## config.mk

```make
export PLATFORM = sky130hd
export DESIGN_NAME = priority_rgb_led_blinker_flat
export DESIGN_NICKNAME = d
export VERILOG_FILES = /design/src/hdl/prb_pkg.sv /design/src/hdl/prb_if.sv /design/src/hdl/prb_core.sv /design/src/hdl/priority_rgb_led_blinker.sv /design/src/flat_wrapper.sv
export SDC_FILE = /design/constraint.sdc
export NUM_CORES = 1
export LEC_CHECK = 0
export BUFFER_PORTS_ARGS = -buffer_cell sky130_fd_sc_hd__buf_2
export CAP_MARGIN = 20
export CORE_MARGIN = 2
export CORE_UTILIZATION = 54
export DETAILED_ROUTE_END_ITERATION = 10
export HOLD_SLACK_MARGIN = 0.08
export PLACE_DENSITY = 0.76
export SLEW_MARGIN = 20
export SYNTH_ARGS = -nofsm -noshare
export SYNTH_HDL_FRONTEND = slang
export SYNTH_SLANG_ARGS = --single-unit
```

## constraint.sdc

```tcl
create_clock -name clk_i -period 4.1 [get_ports clk_i]
set_clock_uncertainty 0.1 [all_clocks]
set_input_delay 0.41 -clock clk_i [delete_from_list [all_inputs] [get_ports clk_i]]
set_output_delay 0.41 -clock clk_i [all_outputs]
set_load 0.005 [all_outputs]
```

## src/hdl/prb_pkg.sv

```systemverilog
// Shared types, widths and codes of the priority RGB LED blinker.
`timescale 1ns / 1ps

package prb_pkg;

  localparam int unsigned SlotW   = 2;
  localparam int unsigned ColorW  = 24;
  localparam int unsigned TimeW   = 16;
  localparam int unsigned ChanW   = 8;
  localparam int unsigned StatusW = 2;
  localparam int unsigned ModeW   = 2;

  // Slot codes: three real slots at most, code 3 means nothing shown.
  localparam int unsigned MaxSlots    = 3;
  localparam int unsigned NumSlotsDef = 3;

  localparam logic [SlotW-1:0] ShownNone     = 2'd3;
  localparam logic [SlotW-1:0] SlotAttention = 2'd2;

  localparam logic OpSet  = 1'b0;
  localparam logic OpTick = 1'b1;

  localparam logic [ModeW-1:0] ModeNone     = 2'd0;
  localparam logic [ModeW-1:0] ModeTimed    = 2'd1;
  localparam logic [ModeW-1:0] ModeHardware = 2'd2;

  localparam logic [StatusW-1:0] StatusOk      = 2'd0;
  localparam logic [StatusW-1:0] StatusBadSlot = 2'd1;
  localparam logic [StatusW-1:0] StatusNoLed   = 2'd2;

  typedef struct packed {
    logic              op;
    logic [SlotW-1:0]  slot;
    logic [ColorW-1:0] color;
    logic [ModeW-1:0]  flash_mode;
    logic [TimeW-1:0]  on_time;
    logic [TimeW-1:0]  off_time;
  } item_t;

  typedef struct packed {
    logic [ChanW-1:0]   red;
    logic [ChanW-1:0]   green;
    logic [ChanW-1:0]   blue;
    logic [StatusW-1:0] status;
  } result_t;

endpackage

```

## src/hdl/prb_if.sv

```systemverilog
// Channel interfaces of the priority RGB LED blinker: items, results and configuration.
`timescale 1ns / 1ps

interface prb_item_if;
  logic                        valid;
  logic                        ready;
  logic                        op;
  logic [prb_pkg::SlotW-1:0]   slot;
  logic [prb_pkg::ColorW-1:0]  color;
  logic [prb_pkg::ModeW-1:0]   flash_mode;
  logic [prb_pkg::TimeW-1:0]   on_time;
  logic [prb_pkg::TimeW-1:0]   off_time;

  modport source (output valid, op, slot, color, flash_mode, on_time, off_time,
                  input ready);
  modport sink (input valid, op, slot, color, flash_mode, on_time, off_time,
                output ready);
endinterface

interface prb_result_if;
  logic                         valid;
  logic                         ready;
  logic [prb_pkg::ChanW-1:0]    red;
  logic [prb_pkg::ChanW-1:0]    green;
  logic [prb_pkg::ChanW-1:0]    blue;
  logic [prb_pkg::StatusW-1:0]  status;

  modport source (output valid, red, green, blue, status, input ready);
  modport sink (input valid, red, green, blue, status, output ready);
endinterface

interface prb_cfg_if;
  logic valid;
  logic ready;
  logic rgb_present;

  modport source (output valid, rgb_present, input ready);
  modport sink (input valid, rgb_present, output ready);
endinterface

```

## src/hdl/prb_core.sv

```systemverilog
// Slot store, display selection and blink timer of the priority RGB LED blinker.
`timescale 1ns / 1ps

module prb_core #(
  parameter int unsigned NumSlots = prb_pkg::NumSlotsDef
) (
  input  logic             clk_i,
  input  logic             rst_ni,
  input  logic             fire_i,
  input  prb_pkg::item_t   item_i,
  input  logic             rgb_present_i,
  output prb_pkg::result_t result_o
);

  localparam int unsigned Depth = (NumSlots < prb_pkg::MaxSlots) ? NumSlots
                                                                 : prb_pkg::MaxSlots;
  localparam int unsigned IdxW  = (Depth > 1) ? $clog2(Depth) : 1;

  logic [prb_pkg::ColorW-1:0] color_q [Depth];
  logic [prb_pkg::ColorW-1:0] color_d [Depth];
  logic [prb_pkg::TimeW-1:0]  on_q    [Depth];
  logic [prb_pkg::TimeW-1:0]  on_d    [Depth];
  logic [prb_pkg::TimeW-1:0]  off_q   [Depth];
  logic [prb_pkg::TimeW-1:0]  off_d   [Depth];
  logic [prb_pkg::SlotW-1:0]  shown_q, shown_d;
  logic                       blink_q, blink_d;
  logic                       off_phase_q, off_phase_d;
  logic [prb_pkg::TimeW-1:0]  elapsed_q, elapsed_d;

  logic                        slot_ok;
  logic [IdxW-1:0]             wr_idx, sh_idx, rd_idx;
  logic [prb_pkg::ColorW-1:0]  col_w, shown_color;
  logic [prb_pkg::ModeW-1:0]   mode_w;
  logic                        keep_times;
  logic [prb_pkg::TimeW-1:0]   on_w, off_w, dur, elapsed_inc;
  logic [prb_pkg::SlotW-1:0]   fb_slot;
  logic                        fb_blink;
  logic [prb_pkg::StatusW-1:0] status;

  always_comb begin
    slot_ok = item_i.slot < prb_pkg::SlotW'(Depth);
    wr_idx  = item_i.slot[IdxW-1:0];
    sh_idx  = shown_q[IdxW-1:0];

    // Attention slot rules: no mode clears it, a hardware blink without an off
    // time is shown solid.
    col_w  = item_i.color;
    mode_w = item_i.flash_mode;
    if (item_i.slot == prb_pkg::SlotAttention) begin
      if (item_i.flash_mode == prb_pkg::ModeNone) begin
        col_w = '0;
      end else if (item_i.flash_mode == prb_pkg::ModeHardware &&
                   item_i.on_time != '0 && item_i.off_time == '0) begin
        mode_w = prb_pkg::ModeNone;
      end
    end
    keep_times = (mode_w == prb_pkg::ModeTimed) || (mode_w == prb_pkg::ModeHardware);
    on_w  = keep_times ? item_i.on_time  : '0;
    off_w = keep_times ? item_i.off_time : '0;

    // Highest lit slot below the one being cleared; later hits overwrite earlier ones.
    fb_slot  = prb_pkg::ShownNone;
    fb_blink = 1'b0;
    for (int i = 0; i < Depth; i++) begin
      if (prb_pkg::SlotW'(i) < item_i.slot && color_q[i] != '0) begin
        fb_slot  = prb_pkg::SlotW'(i);
        fb_blink = (on_q[i] != '0) && (off_q[i] != '0);
      end
    end

    dur         = off_phase_q ? off_q[sh_idx] : on_q[sh_idx];
    elapsed_inc = elapsed_q + prb_pkg::TimeW'(1);

    color_d     = color_q;
    on_d        = on_q;
    off_d       = off_q;
    shown_d     = shown_q;
    blink_d     = blink_q;
    off_phase_d = off_phase_q;
    elapsed_d   = elapsed_q;
    status      = prb_pkg::StatusOk;

    if (fire_i) begin
      if (item_i.op == prb_pkg::OpSet) begin
        if (!slot_ok) begin
          status = prb_pkg::StatusBadSlot;
        end else if (!rgb_present_i) begin
          status = prb_pkg::StatusNoLed;
        end else begin
          color_d[wr_idx] = col_w;
          on_d[wr_idx]    = on_w;
          off_d[wr_idx]   = off_w;
          if (col_w != '0) begin
            if (shown_q == prb_pkg::ShownNone || item_i.slot >= shown_q) begin
              shown_d     = item_i.slot;
              blink_d     = (on_w != '0) && (off_w != '0);
              off_phase_d = 1'b0;
              elapsed_d   = '0;
            end
          end else if (item_i.slot == shown_q) begin
            shown_d     = fb_slot;
            blink_d     = fb_blink;
            off_phase_d = 1'b0;
            elapsed_d   = '0;
          end
        end
      end else if (blink_q) begin
        if (elapsed_inc >= dur) begin
          off_phase_d = !off_phase_q;
          elapsed_d   = '0;
        end else begin
          elapsed_d   = elapsed_inc;
        end
      end
    end

    rd_idx      = shown_d[IdxW-1:0];
    shown_color = '0;
    if (shown_d != prb_pkg::ShownNone && !(blink_d && off_phase_d)) begin
      shown_color = color_d[rd_idx];
    end
    result_o.red    = shown_color[23:16];
    result_o.green  = shown_color[15:8];
    result_o.blue   = shown_color[7:0];
    result_o.status = status;
  end

  always_ff @(posedge clk_i or negedge rst_ni) begin
    if (!rst_ni) begin
      for (int i = 0; i < Depth; i++) begin
        color_q[i] <= '0;
        on_q[i]    <= '0;
        off_q[i]   <= '0;
      end
      shown_q     <= prb_pkg::ShownNone;
      blink_q     <= 1'b0;
      off_phase_q <= 1'b0;
      elapsed_q   <= '0;
    end else begin
      color_q     <= color_d;
      on_q        <= on_d;
      off_q       <= off_d;
      shown_q     <= shown_d;
      blink_q     <= blink_d;
      off_phase_q <= off_phase_d;
      elapsed_q   <= elapsed_d;
    end
  end

  a_shown_range: assert property (@(posedge clk_i) disable iff (!rst_ni)
    shown_q == prb_pkg::ShownNone || shown_q < prb_pkg::SlotW'(Depth))
    else $error("shown slot outside the supported slots");

  a_blink_shown: assert property (@(posedge clk_i) disable iff (!rst_ni)
    blink_q |-> shown_q != prb_pkg::ShownNone)
    else $error("blinking with no slot shown");

  a_idle_timer: assert property (@(posedge clk_i) disable iff (!rst_ni)
    !blink_q |-> (!off_phase_q && elapsed_q == '0))
    else $error("blink timer not at rest while steady");

  a_tick_keeps_slot: assert property (@(posedge clk_i) disable iff (!rst_ni)
    (fire_i && item_i.op == prb_pkg::OpTick) |=> shown_q == $past(shown_q))
    else $error("tick changed the shown slot");

endmodule

```

## src/hdl/priority_rgb_led_blinker.sv

```systemverilog
// Top level of the priority RGB LED blinker: input register, core and result register.
`timescale 1ns / 1ps

// The blinker drives one RGB LED shared by the battery, notification and
// attention slots, with the highest lit slot winning. Each accepted item is
// either a slot write or a one millisecond tick, and each produces exactly one
// result holding the LED drive levels after that item plus a status code.
// Items flow through an input register, a single pass of slot selection and
// blink timer logic, and a result register, so the block takes one item every
// clock cycle while results are taken; a result is offered once its item has
// passed the input register and the core. The core updates its slot state in
// the same cycle that the result enters the result register. A stalled result
// register holds the input register; an empty input register can still take
// another item while the result waits. The rgb_present register resets to one
// and should only be written while no item is in flight; its write channel is
// always ready.

module priority_rgb_led_blinker #(
  parameter int unsigned NumSlots = prb_pkg::NumSlotsDef
) (
  input  logic         clk_i,
  input  logic         rst_ni,
  prb_item_if.sink     in_i,
  prb_result_if.source out_o,
  prb_cfg_if.sink      cfg_i
);

  logic             rgb_present_q;
  logic             s1_valid_q;
  prb_pkg::item_t   s1_item_q;
  logic             out_valid_q;
  prb_pkg::result_t out_q;
  prb_pkg::result_t core_result;
  logic             advance;
  logic             fire;

  // The result register can take a new item when empty or being drained.
  assign advance     = !out_valid_q || out_o.ready;
  assign fire        = s1_valid_q && advance;
  assign in_i.ready  = !s1_valid_q || advance;
  assign cfg_i.ready = 1'b1;

  always_ff @(posedge clk_i or negedge rst_ni) begin
    if (!rst_ni) begin
      rgb_present_q <= 1'b1;
    end else if (cfg_i.valid) begin
      rgb_present_q <= cfg_i.rgb_present;
    end
  end

  always_ff @(posedge clk_i or negedge rst_ni) begin
    if (!rst_ni) begin
      s1_valid_q <= 1'b0;
    end else if (in_i.ready) begin
      s1_valid_q <= in_i.valid;
    end
  end

  always_ff @(posedge clk_i) begin
    if (in_i.valid && in_i.ready) begin
      s1_item_q.op         <= in_i.op;
      s1_item_q.slot       <= in_i.slot;
      s1_item_q.color      <= in_i.color;
      s1_item_q.flash_mode <= in_i.flash_mode;
      s1_item_q.on_time    <= in_i.on_time;
      s1_item_q.off_time   <= in_i.off_time;
    end
  end

  prb_core #(
    .NumSlots (NumSlots)
  ) u_core (
    .clk_i         (clk_i),
    .rst_ni        (rst_ni),
    .fire_i        (fire),
    .item_i        (s1_item_q),
    .rgb_present_i (rgb_present_q),
    .result_o      (core_result)
  );

  always_ff @(posedge clk_i or negedge rst_ni) begin
    if (!rst_ni) begin
      out_valid_q <= 1'b0;
    end else if (advance) begin
      out_valid_q <= fire;
    end
  end

  always_ff @(posedge clk_i) begin
    if (fire) begin
      out_q <= core_result;
    end
  end

  assign out_o.valid  = out_valid_q;
  assign out_o.red    = out_q.red;
  assign out_o.green  = out_q.green;
  assign out_o.blue   = out_q.blue;
  assign out_o.status = out_q.status;

endmodule
```

## src/flat_wrapper.sv

```systemverilog
// flat-port wrapper written by rule: the top's interface ports become plain ports
module priority_rgb_led_blinker_flat 
#(
  parameter int unsigned NumSlots = prb_pkg::NumSlotsDef
)
  (clk_i, rst_ni, in_i_valid, in_i_op, in_i_slot, in_i_color, in_i_flash_mode, in_i_on_time, in_i_off_time, in_i_ready, out_o_valid, out_o_red, out_o_green, out_o_blue, out_o_status, out_o_ready, cfg_i_valid, cfg_i_rgb_present, cfg_i_ready);
  prb_item_if in_i_i ();
  prb_result_if out_o_i ();
  prb_cfg_if cfg_i_i ();
  input  logic clk_i;
  input  logic rst_ni;
  input wire logic [$bits(in_i_i.valid)-1:0] in_i_valid;
  input wire logic [$bits(in_i_i.op)-1:0] in_i_op;
  input wire logic [$bits(in_i_i.slot)-1:0] in_i_slot;
  input wire logic [$bits(in_i_i.color)-1:0] in_i_color;
  input wire logic [$bits(in_i_i.flash_mode)-1:0] in_i_flash_mode;
  input wire logic [$bits(in_i_i.on_time)-1:0] in_i_on_time;
  input wire logic [$bits(in_i_i.off_time)-1:0] in_i_off_time;
  output wire logic [$bits(in_i_i.ready)-1:0] in_i_ready;
  output wire logic [$bits(out_o_i.valid)-1:0] out_o_valid;
  output wire logic [$bits(out_o_i.red)-1:0] out_o_red;
  output wire logic [$bits(out_o_i.green)-1:0] out_o_green;
  output wire logic [$bits(out_o_i.blue)-1:0] out_o_blue;
  output wire logic [$bits(out_o_i.status)-1:0] out_o_status;
  input wire logic [$bits(out_o_i.ready)-1:0] out_o_ready;
  input wire logic [$bits(cfg_i_i.valid)-1:0] cfg_i_valid;
  input wire logic [$bits(cfg_i_i.rgb_present)-1:0] cfg_i_rgb_present;
  output wire logic [$bits(cfg_i_i.ready)-1:0] cfg_i_ready;
  assign in_i_i.valid = in_i_valid;
  assign in_i_i.op = in_i_op;
  assign in_i_i.slot = in_i_slot;
  assign in_i_i.color = in_i_color;
  assign in_i_i.flash_mode = in_i_flash_mode;
  assign in_i_i.on_time = in_i_on_time;
  assign in_i_i.off_time = in_i_off_time;
  assign in_i_ready = in_i_i.ready;
  assign out_o_valid = out_o_i.valid;
  assign out_o_red = out_o_i.red;
  assign out_o_green = out_o_i.green;
  assign out_o_blue = out_o_i.blue;
  assign out_o_status = out_o_i.status;
  assign out_o_i.ready = out_o_ready;
  assign cfg_i_i.valid = cfg_i_valid;
  assign cfg_i_i.rgb_present = cfg_i_rgb_present;
  assign cfg_i_ready = cfg_i_i.ready;
  priority_rgb_led_blinker #(.NumSlots(NumSlots)) u_core (.clk_i(clk_i), .rst_ni(rst_ni), .in_i(in_i_i), .out_o(out_o_i), .cfg_i(cfg_i_i));
endmodule
```

==> results of run 1 <==
==> path summary, 6_finish.rpt <==
kind                                    startpoint                         to  slack (ns)  cells past startpoint
setup / recovery           u_core.u_core.sh_idx[1]      u_core.out_o.green[7]        0.28                     16
hold / removal               u_core.u_core.on_q[3]      u_core.u_core.on_q[3]        0.39                      2
setup reg to reg           u_core.u_core.sh_idx[1]      u_core.out_o.green[7]        0.28                     16
hold reg to reg              u_core.u_core.on_q[3]      u_core.u_core.on_q[3]        0.39                      2
max in group asynchronous                   rst_ni       u_core.rgb_present_q        2.48                      3
min in group asynchronous                   rst_ni  u_core.u_core.color_q[17]        0.42                      2
==> cell families (layout without fill, tap and decap cells) <==
group                      after synthesis  in the layout
and+or+nand+nor                        464            464
muxes                                   28             28
buffers and inverters                   84            258
other                                    1              1
AOI/OAI and AO/OA                      322            322
xor gates and xnor gates                14             14
adders and majority gates               19             19
DFF                                    278            278
==> per-stage QoR <==
| stage | area [sq um] | cells | TNS [ns] | worst slack, ns | hold WS [ns] |
|---|---|---|---|---|---|
| after CTS | 15000 | 1669 | 0 | 0.272 | 0.385 |
| after global routing | 15000 | 1669 | -0.0115 | -0.0115 | 0.403 |
| after global placement | 13300 | 1546 | 0 | 0.385 | 0.368 |
| final | 15000 | 1669 | 0 | 0.281 | 0.390 |
| after floorplan | 12500 | 1210 | 0 | 0.0158 | 0.0144 |
| after detailed placement | 13300 | 1546 | 0 | 0.272 | 0.372 |
==> power by group through the flow <==
stage | clock [mW] | combinational (mW) | sequential [mW]
floorplan | 0 | 1.77 | 3.69
global placement | 0 | 2.45 | 3.81
detailed placement | 0 | 2.53 | 3.82
CTS | 2.80 | 2.60 | 3.78
global route | 2.94 | 2.94 | 3.85
finish | 2.79 | 2.64 | 3.80
==> area by class of cell <==
cell class	instances	area (sq um)
Tap cell	285	357
Inverter	12	46.3
Sequential cell	278	7400
Multi-Input combinational cell	848	4740
Fill cell	1707	7640
Clock inverter	12	150
Timing Repair Buffer	190	1420
Clock buffer	44	885
==> cells in the final DEF (no fill, tap or decap), types with 3 or more instances in the layout <==
| master | instances |
|---|---|
| and3_1 | 7 |
| o22ai_1 | 35 |
| buf_2 | 93 |
| clkbuf_16 | 31 |
| xor2_1 | 7 |
| bufinv_16 | 3 |
| buf_12 | 4 |
| clkbuf_8 | 6 |
| dfrtp_1 | 187 |
| ha_1 | 19 |
| o2bb2ai_1 | 27 |
| buf_4 | 24 |
| and2_1 | 26 |
| o31ai_1 | 5 |
| nand4_1 | 12 |
| nand3_1 | 11 |
| dlygate4sd3_1 | 67 |
| nor4_1 | 47 |
| o21bai_1 | 7 |
| nand2b_1 | 19 |
| xnor2_1 | 7 |
| nand2_1 | 270 |
| dfstp_2 | 3 |
| o21ai_0 | 210 |
| nor2b_1 | 4 |
| nor2_1 | 38 |
| or3b_2 | 15 |
| clkbuf_1 | 7 |
| clkinv_2 | 8 |
| a21oi_1 | 8 |
| o21a_1 | 3 |
| a221oi_1 | 4 |
| a211o_1 | 3 |
| mux2_2 | 3 |
| edfxtp_1 | 87 |
| mux2i_1 | 25 |
| inv_1 | 9 |
==> what timing repair did <==
| item | 4_1_cts | 5_1_grt |
|---|---|---|
| hold endpoints to repair | 162 | 0 |
| hold buffers | 67 | 0 |
| resized for setup | 0 | 3 |
| setup endpoints to repair | 0 | 28 |
==> per-layer routing <==
layer	vias to the layer above	track usage (%)	routed length [um]
li1	4641	-	-
met1	4784	40.9	14300
met2	431	42.3	14700
met3	58	5.97	2870
met4	0	6.86	657
met5	-	0	0
==> state kept, by name (all words and copies together), names as in the netlist, 2 cells and up <==
| name | flops |
|---|---|
| u_core.out_o.status | 2 |
| u_core.out_o.red | 8 |
| u_core.s1_item_q | 61 |
| u_core.u_core.on_q | 48 |
| u_core.u_core.off_q | 48 |
| u_core.u_core.color_q | 72 |
| u_core.u_core.elapsed_q | 16 |
| u_core.out_o.blue | 8 |
| u_core.u_core.sh_idx | 2 |
| u_core.out_o.green | 8 |
==> critical path: cells and delay by family, from the launching register on <==
family                     cells  cell delay (ns)
muxes                          1             0.26
DFF                            1             0.54
and+or+nand+nor                6             1.07
adders and majority gates      1             0.30
AOI/OAI and AO/OA              5             0.84
buffers and inverters          3             0.45
==> load_flow_metrics.sql, run 1 <==
INSERT INTO impl_metrics (metric_group, metric, value, unit) VALUES
('status', 'run_status', 'finished, final reports clean', ''),
('power', 'totalPowerFinal', '9.23', 'mW'),
('yosys', 'synth-simple-area-share', '17.4', '%'),
('die', 'die-area', '0.0243', 'sq mm'),
('yosys', 'synth_top_area_share', '37.7', '%'),
('flow_run', 'max_cap_viol_count', '0', ''),
('timing', 'finalSetupViolCount', '0', ''),
('final_layout', 'layout-drive-gt1-share', '15.0', '%'),
('power', 'power.share.sequential', '41.2', '%'),
('timing', 'unrepaired_setup_endpoints_after_global_routing', 'true', ''),
('global_routing', 'first_pass_grt_wire_length', '52900', 'um'),
('routing', 'route.vias.total', '9914', ''),
('critical_path', 'setup.worst_path.end_class', 'flop', ''),
('clock_tree', 'clk_path_buf_depth', '3', ''),
('die', 'coreArea', '0.0226', 'sq mm'),
('yosys', 'yosys_register_bits', '278', ''),
('timing', 'timing.final.max_slew_violations', '0', ''),
('final_layout', 'area.growth.synth_to_final', '20.3', '%'),
('yosys', 'synth_fp_nets', '1296', ''),
('critical_path', 'worstPathMaxFanout', '24', ''),
('clock_tree', 'tritoncts_num_sinks', '278', ''),
('critical_path', 'cp_data_required_time', '4.32', 'ns'),
('clock_tree', 'cts_buffers', '30', ''),
('power', 'p_clk_share', '30.2', '%'),
('yosys', 'post-synth-top-area-cell', 'dfrtp_1', ''),
('critical_path', 'worst_path_most_repeated_cell', 'nand2_1', ''),
('die', 'chipHeight', '156', 'um'),
('critical_path', 'crit_slowest_cell', 'dfstp_2', ''),
('yosys', 'synth_enable_flop_cells', '87', ''),
('yosys', 'netlist-cell-type-count', '58', ''),
('timing', 'final_min_period_over_clock_period', '93.1', '%'),
('routing', 'post_drt_wl_per_cell', '19.5', 'um'),
('routing', 'firstDrtPassIters', '5', ''),
('critical_path', 'worst_ep_arrival_time', '4.04', 'ns'),
('die', 'initial_core_util', '55.1', '%'),
('yosys', 'synth_compound_area_share', '15.3', '%'),
('timing', 'period_minus_slack', '3.82', 'ns'),
('power', 'cellInternalPower', '6.18', 'mW'),
('yosys', 'ranking_of_synthesized_cells_by_area', 'dfrtp_1 38%, edfxtp_1 21%, o21ai_0 8.5%', ''),
('global_routing', 'grt_pass1_vias', '9814', ''),
('yosys', 'netlist_top_cells_count', '270 x nand2_1, 211 x o21ai_0, 188 x dfrtp_1', ''),
('clock_tree', 'ctsRootBufferMaster', 'clkbuf_16', ''),
('global_routing', 'global_route.overflow_total', '0', ''),
('yosys', 'yosys.cell_count.top_type', 'nand2_1', ''),
('final_layout', 'nNetsFinal', '1446', ''),
('place', 'port_buffers', '94', ''),
('min_path', 'timing.hold.worst.class', 'flop to flop', ''),
('place', 'dp.final_hpwl', '21100', 'um'),
('power', 'power_density', '615', 'mW/mm^2'),
('final_layout', 'diode_count', '0', ''),
('critical_path', 'crit_path_start_kind', 'flop', ''),
('clock_tree', 'tritoncts', 'yes', ''),
('yosys', 'top_flip_flop_cell_by_instance_count_after_synthesis', 'dfrtp_1', ''),
('yosys', 'syn_avg_cell_area', '10.3', 'sq um'),
('yosys', 'xor_and_xnor_area_share_after_synthesis', '0.984', '%'),
('yosys', 'synth_mux_area_share', '2.28', '%'),
('place', 'place.gp.congestion', '0.910', ''),
('routing', 'wl', '32500', 'um'),
('routing', 'detailed_router_s_first_iteration_violation_count', '1063', ''),
('yosys', 'async_flop_share', '68.7', '%'),
('yosys', 'synth_cells', '1210', ''),
('routing', 'drtAntennaViolNets', '0', ''),
('yosys', 'adder_cell_share_of_the_synthesized_area', '1.91', '%'),
('yosys', 'yosysSeqAreaShare', '59.3', '%'),
('timing', 'hold_viol', '0', ''),
('die', 'core.rowCount', '55', ''),
('power', 'max-vdd-ir-drop', '0.445', 'mV'),
('power', 'total_switching_power', '3.05', 'mW'),
('die', 'die_x', '156', 'um'),
('yosys', 'syn-cell-area', '0.0125', 'sq mm'),
('critical_path', 'crit_type', 'flop to flop', '');
No activity file was read; power rests on OpenSTA's default activity.
==> inputs of run 2 (changes only) <==
--- a/config.mk
+++ b/config.mk
@@ -11,7 +11,8 @@
 export CORE_UTILIZATION = 54
 export DETAILED_ROUTE_END_ITERATION = 10
 export HOLD_SLACK_MARGIN = 0.08
-export PLACE_DENSITY = 0.76
+export PLACE_DENSITY = 0.75
+export RECOVER_POWER = 100
 export SLEW_MARGIN = 20
 export SYNTH_ARGS = -nofsm -noshare
 export SYNTH_HDL_FRONTEND = slang
==> load_flow_metrics.sql, run 2 (same netlist as run 1, synthesis figures left out) <==
INSERT INTO impl_metrics (metric_group, metric, value, unit) VALUES
('min_path', 'timing.hold.worst.class', 'flop to flop', ''),
('die', 'chipHeight', '156', 'um'),
('routing', 'viasPerCell', '5.95', ''),
('power', 'swShare', '33.9', '%'),
('critical_path', 'r2r_end', 'u_core.u_core.elapsed_q[6]', ''),
('die', 'die_x', '156', 'um'),
('die', 'coreArea', '0.0226', 'sq mm'),
('final_layout', 'biggest_regs', 'u_core.u_core.color_q x72, u_core.s1_item_q x61', ''),
('global_routing', 'groute.layer.met3.usage', '4.89', '%'),
('clock_tree', 'ctsRootBufferMaster', 'clkbuf_16', ''),
('final_layout', 'area.growth.synth_to_final', '18.8', '%'),
('final_layout', 'diode_count', '0', ''),
('power', 'p_clk_share', '28.3', '%'),
('power', 'comb_power_share', '29.5', '%'),
('power', 'cellInternalPower', '5.92', 'mW'),
('final_layout', 'layout_common_cells', '269 x nand2_1, 211 x o21ai_0, 187 x dfrtp_1, 87 x edfxtp_1, 71 x buf_2', ''),
('critical_path', 'reg2reg_from', 'u_core.u_core.sh_idx[0]', ''),
('timing', 'final_min_period_over_clock_period', '93.6', '%'),
('clock_tree', 'cts_post_setup_buffers_inserted', '0', ''),
('global_routing', 'global_route.overflow_total', '0', ''),
('critical_path', 'worstPathMaxFanout', '33', ''),
('critical_path', 'worst_path_most_repeated_cell', 'o21ai_0', ''),
('final_layout', 'utilization', '65.4', '%'),
('clock_tree', 'clk_path_buf_depth', '3', ''),
('timing', 'max_slew.worst_pin.slew', '2.45', 'ns'),
('routing', 'drtAntennaViolNets', '0', ''),
('clock_tree', 'clk_transition_reported_paths', '0.06', 'ns'),
('timing', 'hold_viol', '0', ''),
('final_layout', 'largest_register_ff_count', '72', ''),
('routing', 'route.vias.total', '9923', ''),
('power', 'max-vdd-ir-drop', '0.418', 'mV'),
('timing', 'relSlewSlack', '-63.3', '%'),
('timing', 'hold_slack', '0.383', 'ns'),
('routing', 'post_drt_wl_per_cell', '19.5', 'um'),
('global_routing', 'groute.layer.met1.usage', '42.0', '%'),
('die', 'initial_core_util', '55.1', '%'),
('global_routing', 'grtUsageTotal', '27.3', '%'),
('power', 'total_switching_power', '3.04', 'mW'),
('timing', 'setup_slack', '0.264', 'ns'),
('final_layout', 'nNetsFinal', '1447', ''),
('clock_tree', 'tritoncts', 'yes', ''),
('place', 'port_buffers', '94', ''),
('flow_run', 'max_cap_viol_count', '2', ''),
('clock_tree', 'cts.htree.levels', '1', ''),
('status', 'run_status', 'finished, violations left', ''),
('critical_path', 'worstRegToRegCells', '15', ''),
('place', 'dp.final_hpwl', '21600', 'um'),
('min_path', 'hold_end', 'u_core.u_core.off_q[11]', ''),
('critical_path', 'path_cells', 'inv_2 > buf_4 > o22ai_1 > or3b_2 > o21ai_0 > nand2_1 > ha_1 > a211o_1 > a21oi_1 > o21ai_0 > a221oi_1 > o21ai_0 > a211o_1 > or2_2 > o2bb2ai_1', ''),
('place', 'detailedPlace.worstSlack', '0.0879', 'ns'),
('power', 'power_density', '605', 'mW/mm^2'),
('routing', 'detailed_router_s_first_iteration_violation_count', '979', ''),
('critical_path', 'worst-r2r-setup-slack', '0.26', 'ns'),
('status', 'violated_checks', 'max-capacitance violations, max-slew violations', ''),
('critical_path', 'crit_slowest_cell', 'or3b_2', ''),
('power', 'power.leakage', '6.42', 'nW'),
('global_routing', 'grt_antenna_before_repair', '1', ''),
('die', 'ioPinCount', '96', ''),
('critical_path', 'crit_type', 'flop to flop', ''),
('routing', 'drt_drc_violations_left', '0', ''),
('critical_path', 'worst_ep_arrival_time', '4.20', 'ns'),
('final_layout', 'regMostFlops', 'u_core.u_core.color_q', ''),
('place', 'place.gp.congestion', '0.959', ''),
('critical_path', 'setup.worst_path.end_class', 'flop', ''),
('timing', 'max_freq', '261', 'MHz'),
('power', 'power.share.sequential', '42.3', '%'),
('global_routing', 'maximum_number_of_pins_on_one_net_before_global_route_repair', '93', ''),
('timing', 'period_minus_slack', '3.84', 'ns'),
('critical_path', 'crit_path_start_kind', 'flop', ''),
('clock_tree', 'tritoncts_num_sinks', '278', ''),
('die', 'die-area', '0.0243', 'sq mm'),
('min_path', 'holdCritStartpoint', 'u_core.u_core.off_q[11]', ''),
('critical_path', 'critical-path-max-stage-delay', '0.46', 'ns'),
('timing', 'timing.final.max_slew_violations', '123', ''),
('global_routing', 'grt_pass1_vias', '9587', ''),
('final_layout', 'layout.cells.most_common', 'nand2_1', ''),
('timing', 'fin_tns_setup', '0', 'ns'),
('min_path', 'hold_depth', '2', ''),
('routing', 'wl', '32500', 'um'),
('global_routing', 'first_pass_grt_wire_length', '52100', 'um'),
('global_routing', 'gr-max-usage-layer', 'met1', ''),
('die', 'core.rowCount', '55', ''),
('place', 'placed_cells', '1548', ''),
('timing', 'finalSetupViolCount', '0', ''),
('global_routing', 'gr-usage-met2', '40.8', '%'),
('final_layout', 'fin_cells', '1668', ''),
('routing', 'firstDrtPassIters', '5', ''),
('critical_path', 'cp_data_required_time', '4.47', 'ns'),
('timing', 'unrepaired_setup_endpoints_after_global_routing', 'false', ''),
('clock_tree', 'cts_buffers', '29', ''),
('clock_tree', 'clk-insertion-delay-late', '0.55', 'ns'),
('final_layout', 'layout-drive-gt1-share', '12.7', '%');
==> run 2: changes by cell type in the layout (fill, tap and decap cells not counted), moves of 3 or more <==
cell	before	now
clkbuf_1	7	35
buf_2	93	71
buf_4	24	18
clkbuf_2	0	6
bufinv_16	3	0
==> run 2: worst max-delay path by stage <==
stage	start	endpoint	slack [ns]	depth (start not counted)
after floorplan	u_core.u_core.sh_idx[1]	u_core.u_core.elapsed_q[0]	0.02	18
after global placement	u_core.u_core.sh_idx[1]	u_core.out_o.green[6]	0.22	16
after detailed placement	u_core.u_core.sh_idx[1]	u_core.out_o.red[7]	0.09	16
after CTS	u_core.u_core.sh_idx[1]	u_core.out_o.red[7]	0.08	16
after global routing	u_core.u_core.sh_idx[0]	u_core.u_core.elapsed_q[2]	0.004	15
final	u_core.u_core.sh_idx[0]	u_core.u_core.elapsed_q[6]	0.26	15
==> run 2: per-stage QoR <==
stage / area, sq um / power [mW]
6_report: 14800 / 8.96
5_1_grt: 14800 / 9.44
4_1_cts: 14900 / 8.92
3_5_place_dp: 13300 / 6.35
3_3_place_gp: 13300 / 6.27
2_1_floorplan: 12500 / 5.46
==> run 2: worst max-delay path: cells and delay by family (launching register included) <==
kind | cells | cell delay, ns
AOI/OAI and AO/OA | 9 | 1.68
adders and majority gates | 1 | 0.31
buffers and inverters | 2 | 0.40
DFF | 1 | 0.37
and+or+nand+nor | 3 | 0.89
==> run 2: area by class of cell <==
cell class	count	area, sq um
fillers	1758	7840
flip-flops and latches	278	7400
multi-input cells	848	4750
repair buffers	192	1340
clock buffers	44	863
well taps	285	357
clock inverters	9	51.3
inverters	12	46.3
==> run 2: per-layer routing <==
layer  share of wire [%]  wire (um)
met5               0.040         13
met4                 2.0        648
met3                 7.9       2560
met2                  44      14500
met1                  46      14800
==> run 2: power by group through the flow <==
stage	combinational [mW]	clock, mW	sequential [mW]
after global placement	2.46	0	3.80
after global routing	2.93	2.68	3.84
after CTS	2.60	2.55	3.77
after detailed placement	2.53	0	3.81
after floorplan	1.77	0	3.69
final	2.64	2.53	3.79
==> run 2: repair_timing <==
action,4_1_cts,5_1_grt
setup endpoints to repair,0,40
hold endpoints to repair,152,0
hold buffers,67,0
gates resized for setup,0,6
==> inputs of run 3 (changes only) <==
--- a/config.mk
+++ b/config.mk
@@ -8,10 +8,10 @@
 export BUFFER_PORTS_ARGS = -buffer_cell sky130_fd_sc_hd__buf_2
 export CAP_MARGIN = 20
 export CORE_MARGIN = 2
-export CORE_UTILIZATION = 54
+export CORE_UTILIZATION = 60
 export DETAILED_ROUTE_END_ITERATION = 10
 export HOLD_SLACK_MARGIN = 0.08
-export PLACE_DENSITY = 0.75
+export PLACE_DENSITY = 0.79
 export RECOVER_POWER = 100
 export SLEW_MARGIN = 20
 export SYNTH_ARGS = -nofsm -noshare
==> constraint.sdc (replaced) <==
create_clock -name clk_i -period 4.5 [get_ports clk_i]
set_clock_uncertainty 0.1 [all_clocks]
set_input_delay 0.45 -clock clk_i [delete_from_list [all_inputs] [get_ports clk_i]]
set_output_delay 0.45 -clock clk_i [all_outputs]
set_load 0.005 [all_outputs]
==> load_flow_metrics.sql, run 3 (same netlist as run 1, synthesis figures left out) <==
INSERT INTO impl_metrics (metric_group, metric, value, unit) VALUES
('status', 'run_status', 'finished, violations left', ''),
('status', 'violated_checks', 'max-capacitance violations, max-slew violations', ''),
('critical_path', 'crit_type', 'primary input to flop', ''),
('final_layout', 'utilization', '73.3', '%'),
('clock_tree', 'cts_buffers', '29', ''),
('critical_path', 'worst_ep_arrival_time', '4.34', 'ns'),
('timing', 'finalSetupViolCount', '0', ''),
('routing', 'wl', '32500', 'um'),
('place', 'dp.final_hpwl', '20800', 'um'),
('routing', 'detailed_router_s_first_iteration_violation_count', '1144', ''),
('global_routing', 'grtUsageTotal', '30.5', '%'),
('critical_path', 'setup.worst_path.end_class', 'flop', ''),
('final_layout', 'regMostFlops', 'u_core.u_core.color_q', ''),
('final_layout', 'layout-drive-gt1-share', '13.1', '%'),
('clock_tree', 'clk_path_buf_depth', '3', ''),
('die', 'die-area', '0.0219', 'sq mm'),
('critical_path', 'critPathBufInv', '4', ''),
('final_layout', 'area.growth.synth_to_final', '19.3', '%'),
('critical_path', 'r2r_end', 'u_core.out_o.red[4]', ''),
('global_routing', 'maximum_number_of_pins_on_one_net_before_global_route_repair', '97', ''),
('final_layout', 'layout.cells.most_common', 'nand2_1', ''),
('timing', 'final_min_period_over_clock_period', '91.7', '%'),
('global_routing', 'first_pass_grt_wire_length', '52900', 'um'),
('routing', 'post_drt_wl_per_cell', '19.7', 'um'),
('die', 'ioPinCount', '96', ''),
('die', 'initial_core_util', '61.4', '%'),
('critical_path', 'cp_data_required_time', '4.71', 'ns'),
('clock_tree', 'tritoncts', 'yes', ''),
('power', 'power.leakage', '6.45', 'nW'),
('critical_path', 'worst-r2r-setup-slack', '0.49', 'ns'),
('critical_path', 'worstRegToRegCells', '16', ''),
('die', 'core.rowCount', '52', ''),
('die', 'die_x', '148', 'um'),
('routing', 'firstDrtPassIters', '8', ''),
('routing', 'drt_drc_violations_left', '0', ''),
('critical_path', 'reg2reg_from', 'u_core.u_core.sh_idx[1]', ''),
('power', 'max-vdd-ir-drop', '0.507', 'mV'),
('final_layout', 'stdcell_area', '0.0149', 'sq mm'),
('critical_path', 'critical-path-max-stage-delay', '0.93', 'ns'),
('global_routing', 'global_route.overflow_total', '0', ''),
('power', 'totalPowerFinal', '8.44', 'mW'),
('timing', 'period_minus_slack', '4.13', 'ns'),
('timing', 'timing.final.max_slew_violations', '135', ''),
('final_layout', 'fillerInstances', '1407', ''),
('die', 'coreArea', '0.0203', 'sq mm'),
('clock_tree', 'cts.htree.levels', '1', ''),
('routing', 'drtAntennaViolNets', '0', ''),
('critical_path', 'timing.critical_path.to', 'u_core.out_o.green[4]', ''),
('final_layout', 'nNetsFinal', '1441', ''),
('flow_run', 'max_cap_viol_count', '2', ''),
('critical_path', 'worstSetupPathDepth', '11', ''),
('timing', 'max_slew.worst_pin.slew', '2.44', 'ns'),
('global_routing', 'grt_antenna_before_repair', '1', ''),
('routing', 'viasPerCell', '6.06', ''),
('routing', 'route.vias.total', '10000', ''),
('timing', 'hold_slack', '0.383', 'ns'),
('timing', 'max_freq', '242', 'MHz'),
('clock_tree', 'cts_post_setup_buffers_inserted', '0', ''),
('critical_path', 'crit_family', 'buffers and inverters', ''),
('clock_tree', 'clk_transition_reported_paths', '0.06', 'ns'),
('final_layout', 'largest_register_ff_count', '72', ''),
('critical_path', 'crit_slowest_cell', 'clkbuf_2', ''),
('min_path', 'timing.hold.worst.class', 'flop to flop', ''),
('critical_path', 'worstPathMaxFanout', '66', ''),
('timing', 'unrepaired_setup_endpoints_after_global_routing', 'false', ''),
('timing', 'hold_viol', '0', ''),
('critical_path', 'path_cells', 'dlygate4sd3_1 > buf_2 > nand2b_1 > nand2_1 > clkinv_1 > nand4_1 > clkbuf_2 > o21ai_0 > mux2i_1 > o22ai_1 > and2_0', ''),
('final_layout', 'biggest_regs', 'u_core.u_core.color_q x72, u_core.s1_item_q x61', ''),
('clock_tree', 'clk-insertion-delay-late', '0.56', 'ns'),
('critical_path', 'crit_path_start_kind', 'primary input', ''),
('timing', 'relSlewSlack', '-62.3', '%'),
('place', 'port_buffers', '94', ''),
('clock_tree', 'tritoncts_num_sinks', '278', ''),
('timing', 'fin_tns_setup', '0', 'ns'),
('place', 'placement.cell_area', '0.0132', 'sq mm'),
('clock_tree', 'ctsRootBufferMaster', 'clkbuf_16', ''),
('place', 'place.gp.congestion', '0.913', ''),
('final_layout', 'layout_common_cells', '270 x nand2_1, 210 x o21ai_0, 188 x dfrtp_1, 87 x edfxtp_1, 77 x buf_2', ''),
('global_routing', 'grt_pass1_vias', '9843', ''),
('power', 'power_density', '568', 'mW/mm^2'),
('die', 'chipHeight', '148', 'um'),
('critical_path', 'startpoint', 'out_o_ready', '');
==> run 3: changes by cell type in the layout (fill, tap and decap cells not counted), sizes merged <==
| cell | previous run | this run |
|---|---|---|
| clkbuf | 77 | 57 |
| bufinv | 0 | 6 |
| buf | 92 | 96 |
| clkinv | 8 | 11 |
| clkinvlp | 1 | 4 |
| diode | 0 | 1 |
| inv | 12 | 11 |
==> run 3: power breakdown <==
group / switching (mW) / internal (mW)
Sequential: 0.342 / 3.11
Combinational: 1.45 / 0.928
Clock: 1.04 / 1.57
==> run 3: per-stage QoR <==
step / worst slack, ns / instances
floorplan: 0.239 / 1210
global placement: 0.676 / 1527
finish: 0.373 / 1649
global route: 0.0329 / 1648
detailed placement: 0.618 / 1527
CTS: 0.538 / 1648
==> run 3: worst min-delay path by stage <==
stage	start	end	slack, ns	depth (start not counted)
floorplan	rst_ni	u_core.out_o.valid	0.05	0
global placement	u_core.u_core.off_q[6]	u_core.u_core.off_q[6]	0.36	2
detailed placement	u_core.u_core.off_q[12]	u_core.u_core.off_q[12]	0.37	2
CTS	u_core.u_core.off_q[12]	u_core.u_core.off_q[12]	0.38	2
global route	u_core.u_core.off_q[12]	u_core.u_core.off_q[12]	0.42	2
finish	u_core.u_core.off_q[12]	u_core.u_core.off_q[12]	0.38	2
==> run 3: area by class of cell <==
| class | count | area, sq um | share of cell area (%) |
|---|---|---|---|
| tap | 270 | 338 | 2.27 |
| clock buffer | 34 | 764 | 5.14 |
| multi-input combinational | 848 | 4740 | 31.9 |
| antenna | 1 | 2.50 | 0.0168 |
| clock inverter | 20 | 290 | 1.95 |
| inverter | 12 | 45.0 | 0.303 |
| sequential | 278 | 7400 | 49.7 |
| timing repair buffer | 186 | 1290 | 8.71 |
==> run 3: worst register-to-register path, stage by stage, from the launching register on <==
cell	delay (ns)
dfstp_1	0.54
clkinv_1	0.08
nand2_1	0.31
buf_4	0.22
nor2_1	0.04
or3b_2	0.46
o21ai_0	0.10
nand2_1	0.08
ha_1	0.30
nand4_1	0.12
a211oi_1	0.24
a221oi_1	0.14
o31ai_1	0.30
mux2i_1	0.26
o21ai_1	0.08
buf_4	0.22
and2_1	0.19
==> run 3: layer usage <==
metal	vias up	GRT usage (%)	share of wire (%)	wire length, um
met4	0	6.76	2.0	645
met5	-	0	0	0
met1	4803	45.7	43	13900
met3	72	6.13	8.9	2910
li1	4632	-	-	-
met2	494	47.0	46	15100
==> run 3: what timing repair did <==
item	in CTS	in global routing
endpoints found under the hold margin	157	0
resized for setup	0	0
hold buffers	67	0
